$ cat config.mk
export PLATFORM = sky130hd
export DESIGN_NAME = pdh_isqrt
export DESIGN_NICKNAME = d
export VERILOG_FILES = /design/src/rtl/pdh_isqrt.sv
export SDC_FILE = /design/constraint.sdc
export NUM_CORES = 1
export LEC_CHECK = 0
export BUFFER_PORTS_ARGS = -buffer_cell sky130_fd_sc_hd__buf_2
export CORE_MARGIN = 5
export CORE_UTILIZATION = 45
export CTS_BUF_LIST = sky130_fd_sc_hd__clkbuf_4
export CTS_CLUSTER_DIAMETER = 40
export DETAILED_ROUTE_END_ITERATION = 6
export GPL_TIMING_DRIVEN = 1
export PLACE_DENSITY = 0.71
export SLEW_MARGIN = 20
export SYNTH_ARGS = -nofsm -noshare
export SYNTH_HDL_FRONTEND = slang
export SYNTH_SLANG_ARGS = --single-unit
$ cat constraint.sdc
create_clock -name clk -period 17.1 [get_ports clk]
set_clock_uncertainty 0.2 [all_clocks]
set_input_delay 2.565 -clock clk [delete_from_list [all_inputs] [get_ports clk]]
set_output_delay 2.565 -clock clk [all_outputs]
set_load 0.02 [all_outputs]
$ cat src/rtl/pdh_isqrt.sv
module pdh_isqrt #(
  parameter int W = 24
) (
  input  logic           clk,
  input  logic           rst,
  input  logic           start,
  input  logic [2*W-1:0] op,
  output logic           done,
  output logic [W-1:0]   root
);

  localparam int CW = $clog2(W + 1);

  logic           active;
  logic [CW-1:0]  cnt;
  logic [2*W-1:0] opr;
  logic [W+1:0]   rem;
  logic [W+1:0]   rem_sh;
  logic [W+1:0]   trial;

  assign rem_sh = {rem[W-1:0], opr[2*W-1:2*W-2]};
  assign trial  = {root, 2'b01};

  always_ff @(posedge clk) begin
    if (rst) begin
      active <= 1'b0;
      done   <= 1'b0;
      cnt    <= '0;
    end else begin
      done <= 1'b0;
      if (start) begin
        active <= 1'b1;
        cnt    <= '0;
        opr    <= op;
        rem    <= '0;
        root   <= '0;
      end else if (active) begin
        opr <= {opr[2*W-3:0], 2'b00};
        if (rem_sh >= trial) begin
          rem  <= rem_sh - trial;
          root <= {root[W-2:0], 1'b1};
        end else begin
          rem  <= rem_sh;
          root <= {root[W-2:0], 1'b0};
        end
        cnt <= cnt + 1'b1;
        if (cnt == CW'(W - 1)) begin
          active <= 1'b0;
          done   <= 1'b1;
        end
      end
    end
  end

endmodule

==> flow_summary.json <==
{
  "clockBufferDepth": 2,
  "design.core.area_mm2": 0.01206,
  "grt_pass1_vias": 3701,
  "synth_top_family_by_area": "simple AND/OR/NAND/NOR gates",
  "ys_ff_latch": 103,
  "fmax_mhz": 212.5,
  "cts_setup_buffers": 0,
  "nFillCells": 1074,
  "async_flop_share_pct": 0,
  "synth_top_cell_by_area": "edfxtp_1",
  "ys_seq_area_share_pct": 54.50,
  "wl_um": 10320,
  "avgRoutedWirePerCell_um": 14.47,
  "hold-path-cell-count": 2,
  "post-synth-top-area-fraction_pct": 51.97,
  "drt_iter0_markers": 185,
  "rsz0062_at_grt": "no",
  "ys.flop_type": "edfxtp_1",
  "grt_max_degree": 66,
  "cap_violations": 0,
  "synth_edf_count": 96,
  "outcome": "finished, final reports clean",
  "synthAdderAreaFrac_pct": 6.091,
  "cts_buffers": 9,
  "syn_nets": 549,
  "synth_compound_area_share_pct": 10.29,
  "drc_errors": 0,
  "critPathMaxFanout": 65,
  "fin_crit_sh_pct": 27.52,
  "dpl.hpwl_um": 7393,
  "r2r_start": "root[0]$_SDFFCE_PP0P_",
  "synthCells": 471,
  "die_w_um": 121.0,
  "max-slew-margin-rel_pct": 40.44,
  "vias": 3661,
  "path_class": "input port to flip-flop",
  "yosysMostFrequentCell": "edfxtp_1",
  "die_height_um": 121.0,
  "grt_usage_pct": 14.85,
  "fin_crit_ps": 4705,
  "synthSimpleGateAreaFrac_pct": 11.10,
  "ff2ff_setup_slack_ps": 13770,
  "synth_cell_types": 54,
  "reg2reg_to": "rem[16]$_SDFFCE_PP0P_",
  "required_ps": 17010,
  "worstHoldEndpoint": "cnt[4]$_SDFFE_PP0P_",
  "hp-start": "cnt[4]$_SDFFE_PP0P_",
  "nNetsFinal": 618,
  "critPathArrivalTime_ps": 4610,
  "grt.overflow.total": 0,
  "fp-row-count": 40,
  "power.density_mw_per_mm2": 90.92,
  "setup_viol": 0,
  "clock_latency_ps": 480,
  "slew_viol_final": 0,
  "synth_common_cells": "edfxtp_1 (96), nor2_1 (55), mux2_2 (46)",
  "synth.yosys.warnings": 0,
  "initial_core_util_pct": 45.99,
  "numClockSinks": 103,
  "design_area_mm2": 0.006206,
  "placed_area_mm2": 0.006075,
  "yosys-mux-area-fraction_pct": 10.96,
  "gp_congestion": 0.8291,
  "place.port_buffers": 75,
  "r2r_cells": 11,
  "pin_count": 76,
  "ir_worst_vdd_v": 0.00004719,
  "cts.htree.levels": 3,
  "p_leak_nw": 2.460,
  "regArea_mm2": 0.003023,
  "final_util_pct": 51.45,
  "postCtsHoldBufs": 0,
  "avgSynthCellArea_um2": 11.78,
  "dieArea_mm2": 0.01465,
  "netlist_top_cells_area": "edfxtp_1 (52%), mux2_2 (9.3%), ha_1 (6.1%)",
  "multi_input_area_mm2": 0.002332,
  "worst_setup_path_start_kind": "input port",
  "cts-resized-gates": 0,
  "antenna_found_initial": 1,
  "area_delta_synth_final_pct": 11.89,
  "yosys.area_share.xor_xnor_pct": 3.474,
  "synth_area_mm2": 0.005547,
  "cts.root.buffer_cell": "clkbuf_4",
  "grt_pass1_wl_um": 17370,
  "drive_above_1_share_pct": 28.62,
  "worst_pin_slew_ps": 891.5,
  "ant_nets": 0,
  "drt_pass1_iterations": 4,
  "viasPerCell": 5.135,
  "num_antenna_cells": 0,
  "final.setup.tns_ps": 0,
  "worstSetupEndpointType": "flip-flop",
  "clk_pin_slew_ps": 150,
  "hold_violations": 0,
  "worstHoldPathType": "flip-flop to flip-flop",
  "cts_tree": "built"
}
## logic make-up after synthesis
logic type	count (synthesis)
buffers and inverters	50
AOI/OAI and AO/OA	83
muxes	55
DFF	103
xor gates and xnor gates	22
and+or+nand+nor	131
adders and majority gates	27
## cell usage in the layout, fill, tap and decap left out, types with 3 or more instances in the layout
cell,count
a211oi_1,3
a21o_1,7
a21oi_1,29
a31oi_1,4
and2_1,6
and3_1,4
buf_2,74
buf_4,3
clkbuf_4,10
dfxtp_1,7
edfxtp_1,96
ha_1,27
inv_1,30
inv_6,3
mux2_2,46
mux2i_1,9
nand2_1,30
nand2b_1,5
nand3_1,7
nand4_1,6
nor2_1,54
nor3_1,6
o21a_1,11
o21ai_0,4
o22ai_1,3
xnor2_1,14
xor2_1,8
## per-layer routing
metal | vias to the layer above | global-route usage, % | wire [um]
met5 | - | 0 | 7
met4 | 2 | 5.524 | 147
met3 | 13 | 3.916 | 540
met2 | 73 | 24.00 | 4844
met1 | 1715 | 19.16 | 4776
li1 | 1858 | - | -
## per-stage QoR
stage / total power (W) / setup slack [ps] / hold WS [ps] / instances
floorplan: 0.0004177 / 9169 / 256.2 / 471
global placement: 0.0004443 / 11930 / 293.9 / 697
detailed placement: 0.0004474 / 11840 / 297.1 / 697
CTS: 0.0005708 / 12390 / 330.5 / 713
global route: 0.0005990 / 12230 / 352.3 / 713
finish: 0.0005643 / 12390 / 334.8 / 713
## cell type report
class,instances,area share [%]
sequential,103,48.71
multi-input combinational,318,37.58
timing repair buffer,77,6.331
tap,168,3.387
inverter,31,1.875
clock buffer,10,1.210
clock inverter,6,0.9073
## state kept, by name, summed over array words and instances, names as in the netlist
signal,cells
active,1
cnt,5
done,1
opr,48
rem,24
root,24
## worst max-delay path, cell delays in order
cell,delay [ps]
buf_4,390
nor2_1,140
nor2_4,690
buf_4,780
## power by group
part | internal, W | switching (W)
Clock | 0.0000352 | 0.0000878
Sequential | 0.000298 | 0.00000760
Combinational | 0.0000585 | 0.0000770
Total | 0.000392 | 0.000172
## how the worst max path moves through the flow
stage	from	to	slack, ps	cells after the start
final	start	rem[7]$_SDFFCE_PP0P_	12390	4
after global routing	start	rem[7]$_SDFFCE_PP0P_	12230	4
after CTS	start	rem[7]$_SDFFCE_PP0P_	12390	4
after detailed placement	start	rem[10]$_SDFFCE_PP0P_	11840	4
after global placement	start	root[13]$_SDFFCE_PP0P_	11930	4
after floorplan	start	opr[0]$_SDFFCE_PN0P_	9170	4
Note: power is estimated with default switching activity, not from simulation.
